`config.mk`:
```
export PLATFORM = sky130hd
export DESIGN_NAME = mbe_fifo
export DESIGN_NICKNAME = d
export VERILOG_FILES = /design/src/hdl/mbe_fifo.sv
export SDC_FILE = /design/constraint.sdc
export NUM_CORES = 1
export LEC_CHECK = 0
export BUFFER_PORTS_ARGS = -buffer_cell sky130_fd_sc_hd__buf_2
export CORE_ASPECT_RATIO = 0.5
export CORE_MARGIN = 2
export CORE_UTILIZATION = 55
export CTS_BUF_LIST = sky130_fd_sc_hd__clkbuf_4 sky130_fd_sc_hd__clkbuf_8
export CTS_CLUSTER_SIZE = 25
export DETAILED_ROUTE_END_ITERATION = 8
export PLACE_DENSITY = 0.83
export SLEW_MARGIN = 20
export SYNTH_ARGS = -nofsm -noshare
export SYNTH_HDL_FRONTEND = slang
export SYNTH_SLANG_ARGS = --single-unit
```
`constraint.sdc`:
```
create_clock -name clk -period 7.1 [get_ports clk]
set_input_delay 0.355 -clock clk [delete_from_list [all_inputs] [get_ports clk]]
set_output_delay 0.355 -clock clk [all_outputs]
set_load 0.01 [all_outputs]
```
`src/hdl/mbe_fifo.sv`:
```
`timescale 1ns / 1ps
// ----------------------------------------------------------------------------
// mbe_fifo
// Two-entry queue between coordinate front and iteration core.
// ----------------------------------------------------------------------------
module mbe_fifo #(
	parameter int DATA_W = 64
) (
	input  logic              clk,
	input  logic              arst_n,
	input  logic              wr_valid,
	output logic              wr_ready,
	input  logic [DATA_W-1:0] wr_data,
	output logic              rd_valid,
	input  logic              rd_pop,
	output logic [DATA_W-1:0] rd_data
);
	logic [DATA_W-1:0] mem_q [2];
	logic              wr_ptr_q, rd_ptr_q;
	logic [1:0]        cnt_q;
	logic              do_wr, do_rd;

	assign wr_ready = (cnt_q != 2'd2);
	assign rd_valid = (cnt_q != 2'd0);
	assign rd_data  = mem_q[rd_ptr_q];
	assign do_wr    = wr_valid && wr_ready;
	assign do_rd    = rd_pop && rd_valid;

	always_ff @(posedge clk or negedge arst_n) begin
		if (!arst_n) begin
			wr_ptr_q <= 1'b0;
			rd_ptr_q <= 1'b0;
			cnt_q    <= '0;
		end else begin
			if (do_wr)
				wr_ptr_q <= ~wr_ptr_q;
			if (do_rd)
				rd_ptr_q <= ~rd_ptr_q;
			if (do_wr && !do_rd)
				cnt_q <= cnt_q + 2'd1;
			else if (do_rd && !do_wr)
				cnt_q <= cnt_q - 2'd1;
		end
	end

	always_ff @(posedge clk) begin
		if (do_wr)
			mem_q[wr_ptr_q] <= wr_data;
	end

endmodule

```
==> flow_metrics.tcl <==
set metrics [dict create \
    fin_nets 435 \
    power_density_nw_per_um2 408 \
    clk_latency_ns 0.43 \
    startpoint "rd_ptr_q" \
    met1_usage 0.179 \
    cp-end-kind "output pin" \
    io_pins 134 \
    hold_start "wr_data[15]" \
    numCtsBuffers 17 \
    outcome "finished clean" \
    routed_wl_um 8440 \
    p_total_mw 2.53 \
    synth.top_cell.area_share 0.766 \
    synth_nets 286 \
    synth_area_leader_cell "edfxtp_1" \
    routed_via_density 4.93 \
    cts_tree "yes" \
    cts.clk_slew.worst_paths_ns 0.08 \
    cts.repair.resized 0 \
    cts_max_level 4 \
    p_clk_frac 0.230 \
    core-area_um2 8800 \
    fp.dieW_um 139 \
    rows 24 \
    max_slew_margin 0.425 \
    die_y_um 71.5 \
    comb_power_share 0.307 \
    initial_core_util 0.570 \
    grt_usage 0.174 \
    clock-sinks 132 \
    port_buffers 133 \
    synth_area_leaders "edfxtp_1 (77%), mux2_4 (15%), mux2_2 (3.1%)" \
    netlist_area_um2 5020 \
    synth_seq_area_share 0.786 \
    syn2layout_area_growth_pct 23.4 \
    antennaDiodeCount 0 \
    overflow 0 \
    skew_ns 0.0119 \
    post_cts_buffers 0 \
    rsz0062_at_grt "no" \
    yosys_warnings 0 \
    cts_hold_buf 1 \
    use_met3 0.0555 \
    fmax_mhz 407 \
    place_hpwl_um 5310 \
    antenna_found_initial 0 \
    ir_worst_vdd_mv 0.347 \
    yosys_register_bits 132 \
    use_met2 0.320 \
    seq_power_share 0.462 \
    report.final.slew_viol_count 0 \
    worstSetupPathType "reg2out" \
    grt_pass1_vias 2636 \
    final_cell_mix "buf_2 (133), edfxtp_1 (128), mux2_4 (50)" \
    drc_errors 0 \
    critPathMaxFanout 34 \
    intPower_mw 1.79 \
    cts_root_buffer "clkbuf_8" \
    grt_pass1_wl_um 12700 \
    drive_gt1_frac 0.612 \
    p_leak_nw 2.46 \
    syn_area_per_cell_um2 23.1 \
    cp-start-kind "flip-flop" \
    routedWlPerCell_um 17.0 \
    place_congestion 0.705 \
    final_common_cell "buf_2" \
    drt-pass1-iter-count 4 \
    drt_iter0_markers 129 \
    worstMarginPinSlew_ns 0.862 \
    hp-class "in2reg" \
    power.switching_mw 0.741 \
    finalSetupViolCount 0 \
    die_area_um2 9950 \
    busiest_layer "met2" \
    p_sw_frac 0.293 \
    drtAntennaViolNets 0 \
    synth_cells 217 \
    crit_required_ns 6.74 \
    dr_total_vias 2445 \
    r2r-start "cnt_q[0]" \
    finalCritPeriodShare 0.346 \
    grt_max_degree 66 \
    clockBufferDepth 2 \
    worst_ep_arrival_time_ns 2.10 \
    fin_crit_ns 2.46 \
    hold_violations 0 \
    maxCapViolations 0 \
    finalSetupTns_ns 0 \
    synth_cell_types 15 \
]
-- through the flow --
| step | hold slack, ns | cells | util | instance area [um^2] | setup slack [ns] |
|---|---|---|---|---|---|
| after floorplan | 0.0594 | 217 | - | 5020 | 3.24 |
| after global placement | 0.163 | 462 | 0.658 | 5790 | 5.03 |
| after detailed placement | 0.168 | 462 | 0.658 | 5790 | 4.98 |
| after CTS | 0.0830 | 495 | 0.701 | 6170 | 4.49 |
| after global routing | 0.0892 | 496 | 0.704 | 6190 | 4.54 |
| final | 0.108 | 496 | 0.704 | 6190 | 4.64 |
-- power by group through the flow --
stage / clock [mW] / sequential (mW) / combinational (mW)
2_1_floorplan: 0 / 1.13 / 0.594
3_3_place_gp: 0 / 1.21 / 0.715
4_1_cts: 0.594 / 1.22 / 0.740
3_5_place_dp: 0 / 1.23 / 0.736
6_report: 0.582 / 1.17 / 0.777
5_1_grt: 0.626 / 1.19 / 0.829
-- cells by family after synthesis --
group,count (synthesis),synth area share
muxes,64,0.181
buffers and inverters,8,0.0152
DFF,132,0.786
and+or+nand+nor,7,0.00673
adders and majority gates,1,0.00249
xor gates and xnor gates,5,0.00873
-- layer usage --
| metal | part of all wire | up-vias |
|---|---|---|
| met4 | 0.018 | 0 |
| met5 | 0 | - |
| met1 | 0.39 | 1206 |
| li1 | - | 1150 |
| met2 | 0.54 | 76 |
| met3 | 0.050 | 13 |
-- registers in the layout (all words and copies together) (netlist names) --
register,flops
cnt_q,2
wr_ptr_q,1
mem_q,128
rd_ptr_q,1
-- synth_stat cells --
cell type / n
xor2_1: 2
xnor2_1: 3
buf_6: 6
inv_1: 1
nand2b_1: 1
nand2_1: 2
or2_1: 1
ha_1: 1
buf_2: 1
mux2_4: 50
edfxtp_1: 128
and3_1: 1
dfrtp_1: 4
nor2_1: 2
mux2_2: 14
-- worst max-delay path, stage by stage, from the launching register on --
cell and delay [ns]:
dfrtp_4 0.82, buf_12 0.32, mux2_2 0.36, buf_2 0.14
-- final timing paths --
path,to,slack (ns),depth (start not counted)
setup / recovery,rd_data[62],4.64,3
hold / removal,mem_q[0][15],0.11,1
setup reg to reg,mem_q[0][55],5.18,4
hold reg to reg,cnt_q[1],0.50,1
max in group asynchronous,rd_ptr_q,6.69,2
min in group asynchronous,cnt_q[1],0.27,2
-- final cells by class --
cell class | count | area [um^2]
sequential | 132 | 3950
fill | 550 | 2610
clock inverter | 15 | 141
inverter | 1 | 3.75
tap | 117 | 146
clock buffer | 17 | 234
timing repair buffer | 137 | 711
multi-input combinational | 77 | 1010
Power figures use the tool's default switching activity.
