$ cat config.mk
export PLATFORM = sky130hd
export DESIGN_NAME = mbe_color_flat
export DESIGN_NICKNAME = d
export VERILOG_FILES = /design/src/hdl/mbe_pkg.sv /design/src/hdl/mbe_res_if.sv /design/src/hdl/mbe_color.sv /design/src/flat_wrapper.sv
export SDC_FILE = /design/constraint.sdc
export NUM_CORES = 1
export LEC_CHECK = 0
export BUFFER_PORTS_ARGS = -buffer_cell sky130_fd_sc_hd__buf_2
export CORE_MARGIN = 2
export CORE_UTILIZATION = 45
export CTS_BUF_LIST = sky130_fd_sc_hd__clkbuf_16
export DETAILED_ROUTE_END_ITERATION = 10
export PLACE_DENSITY_LB_ADDON = 0.05
export SLEW_MARGIN = 20
export SYNTH_ARGS = -nofsm -noshare
export SYNTH_HDL_FRONTEND = slang
export SYNTH_SLANG_ARGS = --single-unit
$ cat constraint.sdc
create_clock -name clk -period 6.75 [get_ports clk]
set_input_delay 0.675 -clock clk [delete_from_list [all_inputs] [get_ports clk]]
set_output_delay 0.675 -clock clk [all_outputs]
set_load 0.005 [all_outputs]
$ cat src/hdl/mbe_pkg.sv
`timescale 1ns / 1ps
// ----------------------------------------------------------------------------
// mbe_pkg
// Shared types and constants of the escape-time pixel block.
// ----------------------------------------------------------------------------
package mbe_pkg;

	localparam int CNT_W      = 10;
	localparam int CFG_DATA_W = 32;
	localparam int CFG_IDX_W  = 3;
	localparam int START_FRAC = 28;
	localparam int SCALE_W    = 18;

	// register indexes
	localparam logic [CFG_IDX_W-1:0] CFG_IMAGE_WIDTH  = 3'd0;
	localparam logic [CFG_IDX_W-1:0] CFG_IMAGE_HEIGHT = 3'd1;
	localparam logic [CFG_IDX_W-1:0] CFG_MAX_ITERS    = 3'd2;
	localparam logic [CFG_IDX_W-1:0] CFG_START_RE     = 3'd3;
	localparam logic [CFG_IDX_W-1:0] CFG_START_IM     = 3'd4;

	localparam int RST_IMAGE_DIM = 1000;
	localparam logic [CNT_W-1:0] RST_MAX_ITERS = 10'd75;

	localparam int RED_SCALE   = 100;
	localparam int GREEN_SCALE = 195;
	localparam int BLUE_SCALE  = 220;

	typedef enum logic [1:0] {
		FR_IDLE,
		FR_DIV,
		FR_PUSH
	} fr_state_t;

	typedef enum logic [2:0] {
		IT_IDLE,
		IT_MUL,
		IT_SUM,
		IT_TEST,
		IT_UPD,
		IT_DONE
	} it_state_t;

	typedef enum logic [1:0] {
		CL_IDLE,
		CL_DIV,
		CL_FULL
	} cl_state_t;

	typedef struct packed {
		logic             valid;
		logic [CNT_W-1:0] count;
	} mbe_cnt_t;

endpackage

$ cat src/hdl/mbe_res_if.sv
`timescale 1ns / 1ps
// ----------------------------------------------------------------------------
// mbe_res_if
// Result channel: iteration count and colour.
// ----------------------------------------------------------------------------
interface mbe_res_if ();
	logic       valid;
	logic       ready;
	logic [9:0] iter_count;
	logic [6:0] red;
	logic [7:0] green;
	logic [7:0] blue;

	modport source (output valid, output iter_count, output red, output green,
		output blue, input ready);
	modport sink (input valid, input iter_count, input red, input green,
		input blue, output ready);
endinterface

$ cat src/hdl/mbe_color.sv
`timescale 1ns / 1ps
// ----------------------------------------------------------------------------
// mbe_color
// Scales the count to three colour channels with bit-serial dividers and
// holds the finished result in the output register.
// ----------------------------------------------------------------------------
module mbe_color (
	input  logic                      clk,
	input  logic                      arst_n,
	input  mbe_pkg::mbe_cnt_t         done,
	output logic                      done_ready,
	input  logic [mbe_pkg::CNT_W-1:0] max_iters,
	mbe_res_if.source                 res
);
	localparam int SW  = mbe_pkg::SCALE_W;
	localparam int CW  = mbe_pkg::CNT_W;
	localparam int STW = $clog2(SW);

	mbe_pkg::cl_state_t cl_q, cl_nx;
	logic [STW-1:0]     step_q;
	logic [SW-1:0]      div_q [3];
	logic [CW-1:0]      rem_q [3];
	logic [CW-1:0]      cnt_q;
	logic               zero_q;

	logic [SW-1:0] scale  [3];
	logic [SW-1:0] load   [3];
	logic [CW:0]   rem_sh [3];
	logic          ge     [3];

	always_comb begin
		scale[0] = SW'(mbe_pkg::RED_SCALE);
		scale[1] = SW'(mbe_pkg::GREEN_SCALE);
		scale[2] = SW'(mbe_pkg::BLUE_SCALE);
		for (int i = 0; i < 3; i++) begin
			load[i]   = SW'(done.count) * scale[i];
			rem_sh[i] = {rem_q[i], div_q[i][SW-1]};
			ge[i]     = rem_sh[i] >= {1'b0, max_iters};
		end
	end

	always_comb begin
		cl_nx = cl_q;
		unique case (cl_q)
			mbe_pkg::CL_IDLE: begin
				if (done.valid)
					cl_nx = mbe_pkg::CL_DIV;
			end
			mbe_pkg::CL_DIV: begin
				if (step_q == STW'(SW - 1))
					cl_nx = mbe_pkg::CL_FULL;
			end
			mbe_pkg::CL_FULL: begin
				if (res.ready)
					cl_nx = mbe_pkg::CL_IDLE;
			end
			default: cl_nx = mbe_pkg::CL_IDLE;
		endcase
	end

	always_comb begin
		done_ready     = (cl_q == mbe_pkg::CL_IDLE);
		res.valid      = (cl_q == mbe_pkg::CL_FULL);
		res.iter_count = cnt_q;
		// a zero limit gives black
		res.red        = zero_q ? '0 : div_q[0][6:0];
		res.green      = zero_q ? '0 : div_q[1][7:0];
		res.blue       = zero_q ? '0 : div_q[2][7:0];
	end

	always_ff @(posedge clk or negedge arst_n) begin
		if (!arst_n) begin
			cl_q   <= mbe_pkg::CL_IDLE;
			step_q <= '0;
		end else begin
			cl_q <= cl_nx;
			if (cl_q == mbe_pkg::CL_DIV)
				step_q <= step_q + STW'(1);
			else
				step_q <= '0;
		end
	end

	always_ff @(posedge clk) begin
		if (cl_q == mbe_pkg::CL_IDLE && done.valid) begin
			cnt_q  <= done.count;
			zero_q <= (max_iters == '0);
			for (int i = 0; i < 3; i++) begin
				div_q[i] <= load[i];
				rem_q[i] <= '0;
			end
		end else if (cl_q == mbe_pkg::CL_DIV) begin
			for (int i = 0; i < 3; i++) begin
				div_q[i] <= {div_q[i][SW-2:0], ge[i]};
				rem_q[i] <= ge[i] ? CW'(rem_sh[i] - {1'b0, max_iters}) : rem_sh[i][CW-1:0];
			end
		end
	end

endmodule

$ cat src/flat_wrapper.sv
// flat-port wrapper written by rule: the top's interface ports become plain ports
module mbe_color_flat 
  (clk, arst_n, done, done_ready, max_iters, res_valid, res_iter_count, res_red, res_green, res_blue, res_ready);
  mbe_res_if res_i ();
  input  logic clk;
  input  logic arst_n;
  input  mbe_pkg::mbe_cnt_t done;
  output logic done_ready;
  input  logic [mbe_pkg::CNT_W-1:0] max_iters;
  output wire logic [$bits(res_i.valid)-1:0] res_valid;
  output wire logic [$bits(res_i.iter_count)-1:0] res_iter_count;
  output wire logic [$bits(res_i.red)-1:0] res_red;
  output wire logic [$bits(res_i.green)-1:0] res_green;
  output wire logic [$bits(res_i.blue)-1:0] res_blue;
  input wire logic [$bits(res_i.ready)-1:0] res_ready;
  assign res_valid = res_i.valid;
  assign res_iter_count = res_i.iter_count;
  assign res_red = res_i.red;
  assign res_green = res_i.green;
  assign res_blue = res_i.blue;
  assign res_i.ready = res_ready;
  mbe_color u_core (.clk(clk), .arst_n(arst_n), .done(done), .done_ready(done_ready), .max_iters(max_iters), .res(res_i));
endmodule
==> metrics.md <==
| Metric | Value |
|---|---|
| Full die area | `20720 sq um` |
| Initial core utilization | `45.58%` |
| Site row count | `51` |
| Power Density | `434.4 nW/um^2` |
| Status | `completed` |
| Crit share post-route | `60.26%` |
| Synthesized net count | `1063` |
| I/O Buffers | `58` |
| Total core area | `19330 sq um` |
| Clk_lat worst skew | `0.36 ns` |
| H-tree depth | `3` |
| Via count | `6407` |
| Fraction of registers with async set/reset | `6.863%` |
| Vias in the first global route | `6539` |
| Seq/Total Area, Yosys | `34.36%` |
| Fin. Hold Viols | `0` |
| Post-synth EDFFs | `95` |
| Critical Path End Type | `register` |
| Critical path class | `in -> reg` |
| Highest Clock Rate | `245.9 MHz` |
| CTS max path bufs | `2` |
| Crit path DAT | `4.13 ns` |
| Static Leakage | `4.335 nW` |
| Worst Max-Slew Pin Slew | `0.8806 ns` |
| First-pass GRT wire length | `32240 um` |
| Final net count | `1113` |
| Setup TNS | `0 ns` |
| YS warnings | `0` |
| Post-route DRC | `0` |
| Startpoint Class | `input port` |
| RR Endpoint | `u_core.rem_q[0][4]` |
| Min cycle time layout | `4.068 ns` |
| Overall Global Routing Usage | `20.05%` |
| Ant diodes | `0` |
| Clk slew on worst S/H paths | `0.07 ns` |
| Max-slew headroom | `41.29%` |
| Fin. max-slew vios | `0` |
| CTS Root Cell | `clkbuf_16` |
| Initial DRC Count | `242` |
| Fill cell count | `1814` |
| Hold Crit Class | `in -> async` |
| Setup violations, final | `0` |
| Initial antenna violation count | `0` |
| Ports | `59` |
| Num CTS Buffers | `9` |
| DRT Pass-1 Iters | `6` |
| CP required | `6.82 ns` |
| Share of layout cells above drive strength 1 | `11.91%` |
| Grt total ovfl | `0` |
| Worst r2r path cells | `7` |
| Worst vdd ir | `141.2 uV` |
| FF-to-FF setup slack | `4.32 ns` |
| Mapped Cells | `895` |
| Final WL | `19640 um` |
| Clk_skew | `0.007096 ns` |
| Post-CTS Hold Buffers | `0` |
| Place WS | `2.283 ns` |
| Cell taking the most area after synthesis | `edfxtp_1` |
| Yosys top cell area share | `32.37%` |
| Final ANT Viol Nets | `0` |
| CTS tree | `yes` |
| Syn Std Cell Area | `8813 sq um` |
| Ranking of synthesized cells by area | `edfxtp_1, ha_1, fa_1` |
| Largest net degree at the start of global routing | `85` |
| Final setup margin | `2.683 ns` |
| Sink Count | `102` |
| Final hold slack | `0.1312 ns` |
| Chip Height | `144.0 um` |
| Synth cell types | `67` |
| Avg Cell Area, Syn | `9.847 sq um` |
| Most frequent cells in the layout | `inv_1, ha_1, edfxtp_1, nand2_1, nor2_1` |
| Drt via density | `5.278` |
| PostCTS Resize Cnt | `0` |
| Post-CTS setup buffers | `0` |
| RSZ-0062 raised after global routing | `no` |
| Max-cap violation count | `0` |
| Drt wl/cell | `16.18 um` |
| Commonest non-fill, non-tap cell in the layout | `inv_1` |
| Worst-path fanout max | `7` |
| R2r startpoint | `u_core.rem_q[0][5]` |
| Seq cells post-synth | `102` |
| Placer Congestion | `0.8430` |
| Primary FF master, synth | `edfxtp_1` |
| Width of the chip | `144.0 um` |
| P&R area growth vs syn | `9.497%` |
| Post-DP HPWL | `15010 um` |
## worst max-delay path, cell delays in order
cell       delay, ns
buf_2           0.16
ha_1            0.34
ha_1            0.42
inv_1           0.09
fa_1            0.49
fa_1            0.51
inv_1           0.04
ha_1            0.39
nand2_2         0.13
a2111oi_4       0.33
o21ai_2         0.13
nor4_2          0.18
or4_1           0.15
a31oi_1         0.08
## metrics by stage
step	power (mW)	util, %	std cells	cell area (sq um)
4_1_cts	4.224	49.87	1214	9642
5_1_grt	4.577	49.91	1214	9651
2_1_floorplan	3.150	-	895	8813
3_5_place_dp	3.671	48.39	1199	9355
3_3_place_gp	3.616	48.39	1199	9355
6_report	4.192	49.91	1214	9651
## how the worst max path moves through the flow
stage	start	end	cells past startpoint
4_1_cts	done[4]	u_core.div_q[0][34]	14
6_report	done[4]	u_core.div_q[0][34]	14
2_1_floorplan	done[3]	u_core.div_q[0][34]	13
3_5_place_dp	done[3]	u_core.div_q[0][34]	14
3_3_place_gp	done[3]	u_core.div_q[0][34]	14
5_1_grt	done[4]	u_core.div_q[0][34]	14
## layout make-up
type | count | area (sq um) | area share, %
multi-input cells | 660 | 5279 | 54.70
inverters | 112 | 420.4 | 4.356
well taps | 265 | 331.6 | 3.436
clock inverters | 6 | 61.31 | 0.6353
repair buffers | 60 | 305.3 | 3.163
clock buffers | 9 | 225.2 | 2.334
flip-flops and latches | 102 | 3028 | 31.38
## Yosys cell counts (all sizes together) (5+ instances only)
cell type,count
a2111oi,6
a211oi,15
a21oi,66
a31oi,5
and2,8
buf,7
clkbuf,14
dfrtp,7
edfxtp,95
fa,38
ha,106
inv,112
mux2i,15
nand2,91
nand2b,7
nand3,17
nand3b,6
nand4,6
nor2,70
nor2b,33
nor3,11
o211ai,8
o21a,6
o21ai,49
o21bai,5
o31ai,7
xnor2,30
xor2,20
## kinds of logic (layout without fill, tap and decap cells)
logic type	after synthesis	in the layout	share of synthesized area, %
xor+xnor	50	50	4.969
compound gates	187	187	14.86
simple gates	264	264	14.38
fa+ha+maj	144	144	23.68
flops	102	102	34.36
mux	15	15	1.704
buf+inv	133	187	6.048
## flip-flops by register name, summed over array words and instances, names as in the netlist
register and cells:
u_core.rem_q 30, u_core.res.iter_count 10, u_core.div_q 54, u_core.cl_q 2, u_core.step_q 5, u_core.zero_q 1
## per-layer routing
metal  wire, um  global-route usage (%)  share of wire [%]  vias to the layer above
met4        297                   5.728                1.5                        0
met5          0                       0                  0                        -
li1           -                       -                  -                     3217
met3        562                   2.966                2.9                       17
met2       9621                   34.29                 49                       92
met1       9160                   26.51                 47                     3081
## power breakdown
part / leakage, nW / total (mW) / internal (mW) / switching (mW)
Combinational: 3.11 / 2.35 / 0.972 / 1.38
Sequential: 1.08 / 1.31 / 1.16 / 0.149
Clock: 0.143 / 0.536 / 0.286 / 0.251
Total: 4.33 / 4.19 / 2.42 / 1.77
(Power assumes the default switching activity.)
