**config.mk**
```make
export PLATFORM = sky130hd
export DESIGN_NAME = mbe_front_flat
export DESIGN_NICKNAME = d
export VERILOG_FILES = /design/src/hdl/mbe_pkg.sv /design/src/hdl/mbe_pix_if.sv /design/src/hdl/mbe_front.sv /design/src/flat_wrapper.sv
export SDC_FILE = /design/constraint.sdc
export NUM_CORES = 1
export LEC_CHECK = 0
export BUFFER_PORTS_ARGS = -buffer_cell sky130_fd_sc_hd__buf_2
export CAP_MARGIN = 20
export CELL_PAD_IN_SITES_DETAIL_PLACEMENT = 0
export CELL_PAD_IN_SITES_GLOBAL_PLACEMENT = 1
export CORE_AREA = 8 8 199 201
export DETAILED_ROUTE_END_ITERATION = 10
export DIE_AREA = 0 0 207 209
export PLACE_DENSITY_LB_ADDON = 0.12
export SKIP_CTS_REPAIR_TIMING = 1
export SLEW_MARGIN = 30
export SYNTH_ARGS = -nofsm -noshare
export SYNTH_HDL_FRONTEND = slang
export SYNTH_SLANG_ARGS = --single-unit
```
**constraint.sdc**
```tcl
create_clock -name clk -period 6.33 [get_ports clk]
set_input_delay 0.633 -clock clk [delete_from_list [all_inputs] [get_ports clk]]
set_output_delay 0.633 -clock clk [all_outputs]
set_load 0.01 [all_outputs]
```
**src/hdl/mbe_pkg.sv**
```systemverilog
`timescale 1ns / 1ps
// ----------------------------------------------------------------------------
// mbe_pkg
// Shared types and constants of the escape-time pixel block.
// ----------------------------------------------------------------------------
package mbe_pkg;

	localparam int CNT_W      = 10;
	localparam int CFG_DATA_W = 32;
	localparam int CFG_IDX_W  = 3;
	localparam int START_FRAC = 28;
	localparam int SCALE_W    = 18;

	// register indexes
	localparam logic [CFG_IDX_W-1:0] CFG_IMAGE_WIDTH  = 3'd0;
	localparam logic [CFG_IDX_W-1:0] CFG_IMAGE_HEIGHT = 3'd1;
	localparam logic [CFG_IDX_W-1:0] CFG_MAX_ITERS    = 3'd2;
	localparam logic [CFG_IDX_W-1:0] CFG_START_RE     = 3'd3;
	localparam logic [CFG_IDX_W-1:0] CFG_START_IM     = 3'd4;

	localparam int RST_IMAGE_DIM = 1000;
	localparam logic [CNT_W-1:0] RST_MAX_ITERS = 10'd75;

	localparam int RED_SCALE   = 100;
	localparam int GREEN_SCALE = 195;
	localparam int BLUE_SCALE  = 220;

	typedef enum logic [1:0] {
		FR_IDLE,
		FR_DIV,
		FR_PUSH
	} fr_state_t;

	typedef enum logic [2:0] {
		IT_IDLE,
		IT_MUL,
		IT_SUM,
		IT_TEST,
		IT_UPD,
		IT_DONE
	} it_state_t;

	typedef enum logic [1:0] {
		CL_IDLE,
		CL_DIV,
		CL_FULL
	} cl_state_t;

	typedef struct packed {
		logic             valid;
		logic [CNT_W-1:0] count;
	} mbe_cnt_t;

endpackage

```
**src/hdl/mbe_pix_if.sv**
```systemverilog
`timescale 1ns / 1ps
// ----------------------------------------------------------------------------
// mbe_pix_if
// Pixel position channel.
// ----------------------------------------------------------------------------
interface mbe_pix_if #(
	parameter int DIM_BITS = 12
) ();
	logic                valid;
	logic                ready;
	logic [DIM_BITS-1:0] pixel_x;
	logic [DIM_BITS-1:0] pixel_y;

	modport source (output valid, output pixel_x, output pixel_y, input ready);
	modport sink (input valid, input pixel_x, input pixel_y, output ready);
endinterface

```
**src/hdl/mbe_front.sv**
```systemverilog
`timescale 1ns / 1ps
// ----------------------------------------------------------------------------
// mbe_front
// Takes a pixel request and maps both coordinates to fixed point with two
// bit-serial restoring dividers.
// ----------------------------------------------------------------------------
module mbe_front #(
	parameter int FRAC_BITS = 28,
	parameter int DIM_BITS  = 12
) (
	input  logic                         clk,
	input  logic                         arst_n,
	mbe_pix_if.sink                      pix,
	input  logic [DIM_BITS:0]            dim_w,
	input  logic [DIM_BITS:0]            dim_h,
	output logic                         push_valid,
	input  logic                         push_ready,
	output logic [2*(FRAC_BITS+4)-1:0]   push_data
);
	localparam int W  = FRAC_BITS + 4;
	localparam int DW = DIM_BITS + 1;
	localparam int MW = DIM_BITS + 2;
	localparam int NB = MW + FRAC_BITS;
	localparam int XW = NB + 2;
	localparam int CW = $clog2(NB + 1);

	localparam logic signed [XW-1:0] WMAX_X = {{(XW-W+1){1'b0}}, {(W-1){1'b1}}};
	localparam logic signed [XW-1:0] WMIN_X = {{(XW-W+1){1'b1}}, {(W-1){1'b0}}};
	localparam logic signed [XW-1:0] HALF_X = {{(XW-FRAC_BITS){1'b0}}, 1'b1,
		{(FRAC_BITS-1){1'b0}}};

	mbe_pkg::fr_state_t fr_q, fr_nx;
	logic [CW-1:0]      step_q;

	logic [DW-1:0] dsor_q [2];
	logic [NB-1:0] num_q  [2];
	logic [DW-1:0] rem_q  [2];
	logic          neg_q  [2];

	logic [DIM_BITS-1:0]     pix_l  [2];
	logic [DW-1:0]           dim_l  [2];
	logic [DW-1:0]           d_l    [2];
	logic signed [DIM_BITS:0] diff_l [2];
	logic [MW-1:0]           n_l    [2];
	logic [MW-1:0]           mag_l  [2];
	logic [DW:0]             rem_sh [2];
	logic                    ge     [2];
	logic [DW-1:0]           rem_nx [2];
	logic signed [XW-1:0]    qv     [2];
	logic signed [XW-1:0]    qf     [2];
	logic signed [XW-1:0]    fix    [2];
	logic [W-1:0]            coord  [2];

	always_comb begin
		pix_l[0] = pix.pixel_x;
		pix_l[1] = pix.pixel_y;
		dim_l[0] = dim_w;
		dim_l[1] = dim_h;
		for (int i = 0; i < 2; i++) begin
			d_l[i]    = (dim_l[i] == '0) ? DW'(1) : dim_l[i];
			diff_l[i] = $signed({1'b0, pix_l[i]}) - $signed({1'b0, d_l[i][DW-1:1]});
			n_l[i]    = {diff_l[i], 1'b0};
			mag_l[i]  = n_l[i][MW-1] ? MW'(-n_l[i]) : n_l[i];
			rem_sh[i] = {rem_q[i], num_q[i][NB-1]};
			ge[i]     = rem_sh[i] >= {1'b0, dsor_q[i]};
			rem_nx[i] = ge[i] ? DW'(rem_sh[i] - {1'b0, dsor_q[i]}) : rem_sh[i][DW-1:0];
			// floor of the signed quotient, then the half offset on the real axis
			qv[i] = $signed({2'b00, num_q[i]});
			qf[i] = neg_q[i] ? -(qv[i] + $signed({{(XW-1){1'b0}}, rem_q[i] != '0}))
				: qv[i];
			fix[i] = (i == 0) ? qf[i] - HALF_X : qf[i];
			if (fix[i] > WMAX_X)
				coord[i] = WMAX_X[W-1:0];
			else if (fix[i] < WMIN_X)
				coord[i] = WMIN_X[W-1:0];
			else
				coord[i] = fix[i][W-1:0];
		end
	end

	always_comb begin
		fr_nx = fr_q;
		unique case (fr_q)
			mbe_pkg::FR_IDLE: begin
				if (pix.valid)
					fr_nx = mbe_pkg::FR_DIV;
			end
			mbe_pkg::FR_DIV: begin
				if (step_q == CW'(NB - 1))
					fr_nx = mbe_pkg::FR_PUSH;
			end
			mbe_pkg::FR_PUSH: begin
				if (push_ready)
					fr_nx = mbe_pkg::FR_IDLE;
			end
			default: fr_nx = mbe_pkg::FR_IDLE;
		endcase
	end

	always_comb begin
		pix.ready  = (fr_q == mbe_pkg::FR_IDLE);
		push_valid = (fr_q == mbe_pkg::FR_PUSH);
		push_data  = {coord[0], coord[1]};
	end

	always_ff @(posedge clk or negedge arst_n) begin
		if (!arst_n) begin
			fr_q   <= mbe_pkg::FR_IDLE;
			step_q <= '0;
		end else begin
			fr_q <= fr_nx;
			if (fr_q == mbe_pkg::FR_DIV)
				step_q <= step_q + CW'(1);
			else
				step_q <= '0;
		end
	end

	always_ff @(posedge clk) begin
		for (int i = 0; i < 2; i++) begin
			if (fr_q == mbe_pkg::FR_IDLE && pix.valid) begin
				dsor_q[i] <= d_l[i];
				num_q[i]  <= {mag_l[i], {FRAC_BITS{1'b0}}};
				rem_q[i]  <= '0;
				neg_q[i]  <= n_l[i][MW-1];
			end else if (fr_q == mbe_pkg::FR_DIV) begin
				num_q[i] <= {num_q[i][NB-2:0], ge[i]};
				rem_q[i] <= rem_nx[i];
			end
		end
	end

endmodule

```
**src/flat_wrapper.sv**
```systemverilog
// flat-port wrapper written by rule: the top's interface ports become plain ports
module mbe_front_flat 
#(
	parameter int FRAC_BITS = 28,
	parameter int DIM_BITS  = 12
)
  (clk, arst_n, dim_w, dim_h, push_valid, push_ready, push_data, pix_valid, pix_pixel_x, pix_pixel_y, pix_ready);
  mbe_pix_if #(.DIM_BITS(DIM_BITS)) pix_i ();
  input  logic clk;
  input  logic arst_n;
  input  logic [DIM_BITS:0] dim_w;
  input  logic [DIM_BITS:0] dim_h;
  output logic push_valid;
  input  logic push_ready;
  output logic [2*(FRAC_BITS+4)-1:0] push_data;
  input wire logic [$bits(pix_i.valid)-1:0] pix_valid;
  input wire logic [$bits(pix_i.pixel_x)-1:0] pix_pixel_x;
  input wire logic [$bits(pix_i.pixel_y)-1:0] pix_pixel_y;
  output wire logic [$bits(pix_i.ready)-1:0] pix_ready;
  assign pix_i.valid = pix_valid;
  assign pix_i.pixel_x = pix_pixel_x;
  assign pix_i.pixel_y = pix_pixel_y;
  assign pix_ready = pix_i.ready;
  mbe_front #(.FRAC_BITS(FRAC_BITS), .DIM_BITS(DIM_BITS)) u_core (.clk(clk), .arst_n(arst_n), .pix(pix_i), .dim_w(dim_w), .dim_h(dim_h), .push_valid(push_valid), .push_ready(push_ready), .push_data(push_data));
endmodule
```
==> results of run 1 <==
final timing paths:
kind | start | end | slack [ns]
max in group asynchronous | arst_n | u_core.fr_q[0] | 6.08
min in group clk | dim_h[7] | u_core.dsor_q[0][20] | 0.37
max | u_core.rem_q[0][11] | push_data[57] | -0.21
min reg2reg | u_core.step_q[0] | u_core.step_q[0] | 0.49
min | arst_n | u_core.step_q[5] | 0.02
max reg2reg | u_core.num_q[0][41] | u_core.rem_q[0][11] | 1.53
sequential cells by signal, summed over array words and instances (netlist names):
name	flops
u_core.num_q	84
u_core.dsor_q	26
u_core.rem_q	26
u_core.step_q	6
u_core.fr_q	2
u_core.neg_q	2
layout make-up:
cell class | count | share of cell area (%)
timing repair buffer | 281 | 10.9
inverter | 114 | 2.31
tap | 468 | 3.17
multi-input combinational | 1481 | 56.9
sequential | 146 | 23.5
clock buffer | 19 | 2.40
clock inverter | 13 | 0.826
power by group:
part	internal, mW	switching (mW)
Clock	0.598	0.465
Combinational	1.51	1.86
Sequential	1.53	0.525
layer usage:
metal	GRT usage (%)	part of all wire, %	vias to the layer above
met1	25.7	45	6922
met2	36.6	49	321
met3	3.44	4.2	60
met5	0	0	-
met4	6.09	2.1	0
li1	-	-	7137
per-stage QoR:
step | setup TNS, ns | instances
after floorplan | 0 | 1877
after global placement | 0 | 2452
after detailed placement | -1.38 | 2452
after CTS | -25.59 | 2484
after global routing | -20.05 | 2522
final | -5.40 | 2522
synthesized netlist by cell type (31+ instances only):
cell      count
nand4_1      47
xnor2_1     105
clkbuf_1     94
inv_1       112
xor2_1       75
nand2_1     167
and3_1       34
and2_1       63
a21oi_1      62
nor3_1       69
edfxtp_1    138
nor4_1       46
nor2_1      177
ha_1         61
o21ai_1      31
nand3_1      73
o21ai_0     115
worst reg2reg max path, stage by stage (launching register included):
cell and delay (ns):
edfxtp_1 0.54, inv_1 0.20, ha_1 0.23, fa_1 0.22, nor2b_1 0.05, o21ai_0 0.22
a21boi_0 0.15, o21ai_0 0.24, a21boi_0 0.16, o21ai_0 0.26, a21boi_0 0.16, o21ai_0 0.25
a21boi_0 0.16, o21ai_0 0.26, or3b_2 0.48, a211o_1 0.59, mux2i_1 0.29, nor2_1 0.07
layout by cell type, fill, tap and decap left out, drive strengths merged, types with 7 or more instances in the layout:
cell     count
a21oi       62
ha          61
nor2       178
xor2        75
or4         19
mux2i       26
o211ai      14
o21bai      11
a21boi      17
o21ai      146
inv        115
and3        36
a2111oi     10
and2        68
nand2      169
and4        14
nor3        71
nor4        48
nand3       76
or3         25
nand4       48
xnor2      105
clkbuf      24
edfxtp     138
a21o        15
a211oi      11
mux2         7
clkinv       8
nor2b       11
o31a         8
a31oi       20
buf        275
or2          9
dfrtp        8
a41oi        7
nand2b      11
o41ai        9
cell families after synthesis:
| kind of cell | Yosys count | synth area share [%] |
|---|---|---|
| muxes | 33 | 2.25 |
| adders and majority gates | 66 | 5.66 |
| buffers and inverters | 251 | 7.20 |
| DFF | 146 | 28.8 |
| and+or+nand+nor | 807 | 28.0 |
| AOI/OAI and AO/OA | 393 | 17.5 |
| xor gates and xnor gates | 181 | 10.6 |
==> out/metrics.csv, run 1 <==
metric,value,unit
TritonCTS clock tree,done,
DRC,0,
Yosys reg bits,146,
Worst Max-Slew Pin Slew,0.966,ns
post-DP HPWL,34800,um
"Design Area, Final",18500,sq um
clk slew on worst S/H paths,0.08,ns
dpl cell area,16600,sq um
Mapped Area,15100,sq um
"Area growth, synth to finish",22.7,%
final wirelength,47400,um
GRT Total Usage,20.7,%
"Seq/Total Area, Yosys",28.8,%
Final Hold Vio Count,0,
gpl congestion,0.906,
vias in the first global route,14109,
Clock Latency Late Sink,0.46,ns
crit path launch type,flop,
FF+latch area,4340,sq um
Syn Nets,1996,
fillers,3580,
htree depth,4,
Worst Setup Path Type,reg -> out,
post-route minimum period,6.54,ns
"Data arrival, critical path",5.91,ns
Hold WC Path Type,in -> async,
Detailed Routing Iterations Pass 1,7,
routed via count,14440,
post-DR vias/cell,5.73,
CP Capture Type,output pin,
CP most frequent cell,ha_2,
largest net degree at the start of global routing,67,
failing checks,negative setup slack,
DR iter-0 viols,870,
die area,43300,sq um
Synth top area share,27.5,%
cell type with the largest total area after synthesis,edfxtp_1,
Ant. Diodes,0,
"antenna viol nets, final",0,
final setup violation count,31,
Root Driver,clkbuf_16,
share of cells above drive strength 1,25.6,%
"Req. time, crit path",5.70,ns
Synth Instances,1877,
multi-input gate area in the final layout,10500,sq um
Initial Util,41.5,%
total power,6.49,mW
# IOs,120,
Worst Skew,0.0174,ns
power per cell area,351,nW/um^2
Max clock buf depth,2,
"Slew Viols, Final",0,
leak pwr,7.41,nW
outcome,finished with violations,
Std-Cell Rows,70,
port bufs,119,
"EDFF count, synth",138,
"delay-heaviest family, CP",simple AND/OR/NAND/NOR gates,
Finished Core Util,51.0,%
wire per inst,18.8,um
synth top area cells,"edfxtp_1, xnor2_1, ha_1, nor2_1, xor2_1",
Max transition margin,35.0,%
hold slack,0.0248,ns
core area,36300,sq um
Die Width,207,um
Final #Nets,2160,
WP buf/inv,3,
initial antenna violation count,0,
Max Cap Violations,0,
crit-path max FO,15,
die height,209,um
first-pass GRT wire length,74400,um
CTS Sinks,146,
cell chain of the critical path,nor4_2 -> nand4_1 -> ha_2 -> ha_4 -> nand4_4 -> buf_6 -> nor3_4 -> or3_4 -> a22oi_2 -> nand3_4 -> nor4_1 -> nor3_1 -> xnor2_1 -> ha_2 -> nand2_1 -> mux2i_2 -> o311ai_2 -> or4b_1 -> a22o_1 -> nor2_1 -> a41o_4 -> clkbuf_16 -> o21ai_2 -> buf_2,
Peak Freq,153,MHz
"worst slack, placed",-0.0807,ns
CTS Buf Count,17,
global route overflow,0,
Worst path slowest cell,or4b_1,
RSZ-0062 raised after global routing,yes,
syn_area_per_cell,8.03,sq um
"Distinct cells, synth",107,
VDD IR max,0.000221,V
worst setup margin,-0.212,ns
period utilisation layout,103,%
CP max stage delay,0.48,ns
"Primary FF master, synth",edfxtp_1,
Register-to-Register Path Depth,17,
Crit path depth,24,
YS warnings,0,
Async SR Flop Fraction,5.48,%
Note: power is estimated with default switching activity, not from simulation.
==> run 2: changes to the inputs <==
Settings changed: TNS_END_PERCENT set to 1.
==> run 2 against run 1 <==
The flow still finishes with violations (negative setup slack). Combinational power shrank 6%. Final cell count shrank 0.79%. Register-to-register slack is essentially flat. Sequential power barely moved. Critical path depth did not move. Non-clock buffer count is 19 lower. Routed wire length decreased by 2.3%. Global-route usage unchanged. Core utilization fell by 2.2 points. Die area is the same. Total power decreased by 3.2%. Via count down 0.96%. Critical endpoint is now push_data[56]. Largest power group unchanged.
==> out/metrics.csv, run 2 (synthesis gave the netlist of run 1 again) <==
metric,value,unit,change
final setup violation count,31,,unchanged
Reg2Reg Setup Slack,1.53,ns,about the same
internal power,3.55,mW,was 3.64 mW
leak pwr,7.09,nW,was 7.41 nW
Final Hold Vio Count,0,,unchanged
port bufs,119,,unchanged
initial antenna violation count,0,,unchanged
fillers,3656,,was 3580
Detailed Routing Iterations Pass 1,8,,was 7
period utilisation layout,103,%,about the same
wire per inst,18.5,um,was 18.8 um
Root Driver,clkbuf_16,,unchanged
Worst Setup Path Type,reg -> out,,unchanged
vias in the first global route,14109,,unchanged
routed via count,14301,,was 14440
CTS Buf Count,17,,unchanged
DRC,0,,unchanged
"Design Area, Final",17700,sq um,was 18500 sq um
final wirelength,46300,um,was 47400 um
"Req. time, crit path",5.70,ns,about the same
hold slack,0.0275,ns,was 0.0248 ns
dpl cell area,16600,sq um,unchanged
Peak Freq,153,MHz,about the same
clk slew on worst S/H paths,0.08,ns,about the same
crit-path max FO,8,,was 15
Hold WC Path Type,in -> async,,unchanged
"antenna viol nets, final",0,,unchanged
DR iter-0 viols,933,,was 870
"Data arrival, critical path",5.92,ns,was 5.91 ns
Logic pwr share,50.6,%,was 52.0%
Die Width,207,um,unchanged
die height,209,um,unchanged
# IOs,120,,unchanged
register bank with the most flops,u_core.num_q,,unchanged
Max transition margin,38.7,%,was 35.0%
outcome,finished with violations,,unchanged
Ant. Diodes,0,,unchanged
VDD IR max,0.000219,V,was 0.000221 V
power per cell area,355,nW/um^2,was 351 nW/um^2
Worst Skew,0.0164,ns,was 0.0174 ns
Register-to-Register Path Depth,17,,unchanged
CP Capture Type,output pin,,unchanged
most frequent cells in the layout,"nor2_1, nand2_1, edfxtp_1, buf_4, buf_2",,"was nor2_1, nand2_1, buf_4, edfxtp_1, buf_2"
"Area growth, synth to finish",17.5,%,was 22.7%
share of cells above drive strength 1,20.2,%,was 25.6%
GRT Total Usage,20.7,%,unchanged
FF-to-FF End,u_core.rem_q[0][11],,unchanged
crit path launch type,flop,,unchanged
failing checks,negative setup slack,,unchanged
"commonest non-fill, non-tap cell in the layout",nor2_1,,unchanged
TritonCTS clock tree,done,,unchanged
sequential power share,32.5,%,was 31.7%
worst setup margin,-0.218,ns,was -0.212 ns
CTS Sinks,146,,unchanged
Std-Cell Rows,70,,unchanged
Clk pwr share,16.9,%,was 16.4%
Sw Share,43.4,%,was 44.0%
post-DR vias/cell,5.72,,was 5.73
"Slew Viols, Final",0,,unchanged
core area,36300,sq um,unchanged
Initial Util,41.5,%,unchanged
post-route minimum period,6.55,ns,was 6.54 ns
first-pass GRT wire length,74400,um,unchanged
gpl congestion,0.906,,unchanged
RSZ-0062 raised after global routing,yes,,unchanged
Worst Max-Slew Pin Slew,0.920,ns,was 0.966 ns
largest net degree at the start of global routing,67,,unchanged
Final #Nets,2140,,was 2160
Max Cap Violations,0,,unchanged
total power,6.28,mW,was 6.49 mW
Max clock buf depth,2,,unchanged
Clock Latency Late Sink,0.46,ns,about the same
post-DP HPWL,34800,um,unchanged
Switching Power,2.73,mW,was 2.86 mW
biggest regs,"u_core.num_q x84, u_core.dsor_q x26, u_core.rem_q x26",,unchanged
Largest register FFs,84,,unchanged
die area,43300,sq um,unchanged
TNS Setup,-6.18,ns,was -5.40 ns
global route overflow,0,,unchanged
htree depth,4,,unchanged
r2r startpoint,u_core.num_q[0][41],,unchanged
run 2: power by group through the flow:
stage / logic (mW) / registers (mW) / clock network (mW)
final: 3.18 / 2.04 / 1.06
after floorplan: 2.43 / 1.74 / 0
after CTS: 3.06 / 2.02 / 1.08
after detailed placement: 3.04 / 2.04 / 0
after global placement: 3.02 / 2.03 / 0
after global routing: 3.57 / 2.11 / 1.12
run 2: area by class of cell:
class	count	area [sq um]	share of cell area, %
inverter	114	428	2.42
clock buffer	19	443	2.50
clock inverter	13	153	0.862
tap	468	586	3.31
timing repair buffer	262	1760	9.96
multi-input combinational	1480	9990	56.4
sequential	146	4340	24.5
run 2: worst max-delay path by stage:
| stage | start | slack, ns | end | cells past startpoint |
|---|---|---|---|---|
| 4_1_cts | u_core.rem_q[0][6] | -0.58 | push_data[32] | 21 |
| 6_report | u_core.rem_q[0][11] | -0.22 | push_data[56] | 24 |
| 3_3_place_gp | u_core.rem_q[0][6] | 0.02 | push_data[32] | 23 |
| 5_1_grt | u_core.rem_q[0][11] | -0.48 | push_data[56] | 25 |
| 2_1_floorplan | u_core.rem_q[0][0] | 0.11 | push_data[53] | 24 |
| 3_5_place_dp | u_core.rem_q[0][6] | -0.08 | push_data[32] | 21 |
run 2: critical path, stage by stage (launching register included):
cell	delay, ns
edfxtp_1	0.42
nor4_2	0.30
nand4_1	0.19
ha_2	0.26
ha_4	0.17
and4_4	0.21
and4_4	0.19
a211o_1	0.30
a22oi_2	0.32
and3_4	0.24
a21o_1	0.10
o2111ai_1	0.12
a2111oi_2	0.32
ha_2	0.29
nand2_1	0.08
mux2i_2	0.23
o311ai_2	0.16
or4b_1	0.48
a22o_1	0.21
o221a_2	0.14
a41oi_4	0.16
buf_12	0.16
clkbuf_16	0.16
o21ai_1	0.07
buf_2	0.15
run 2: per-stage QoR:
step | utilization [%] | instances | worst slack, ns
after CTS | 47.4 | 2484 | -0.577
after floorplan | - | 1877 | 0.114
after global placement | 45.8 | 2452 | 0.0167
final | 48.8 | 2502 | -0.218
after global routing | 48.8 | 2502 | -0.483
after detailed placement | 45.8 | 2452 | -0.0807
run 2: per-layer routing:
metal	wire length, um	part of all wire, %	GRT usage, %
met2	22600	49	36.6
met5	0	0	0
met4	881	1.9	6.09
met3	1940	4.2	3.44
met1	20900	45	25.7
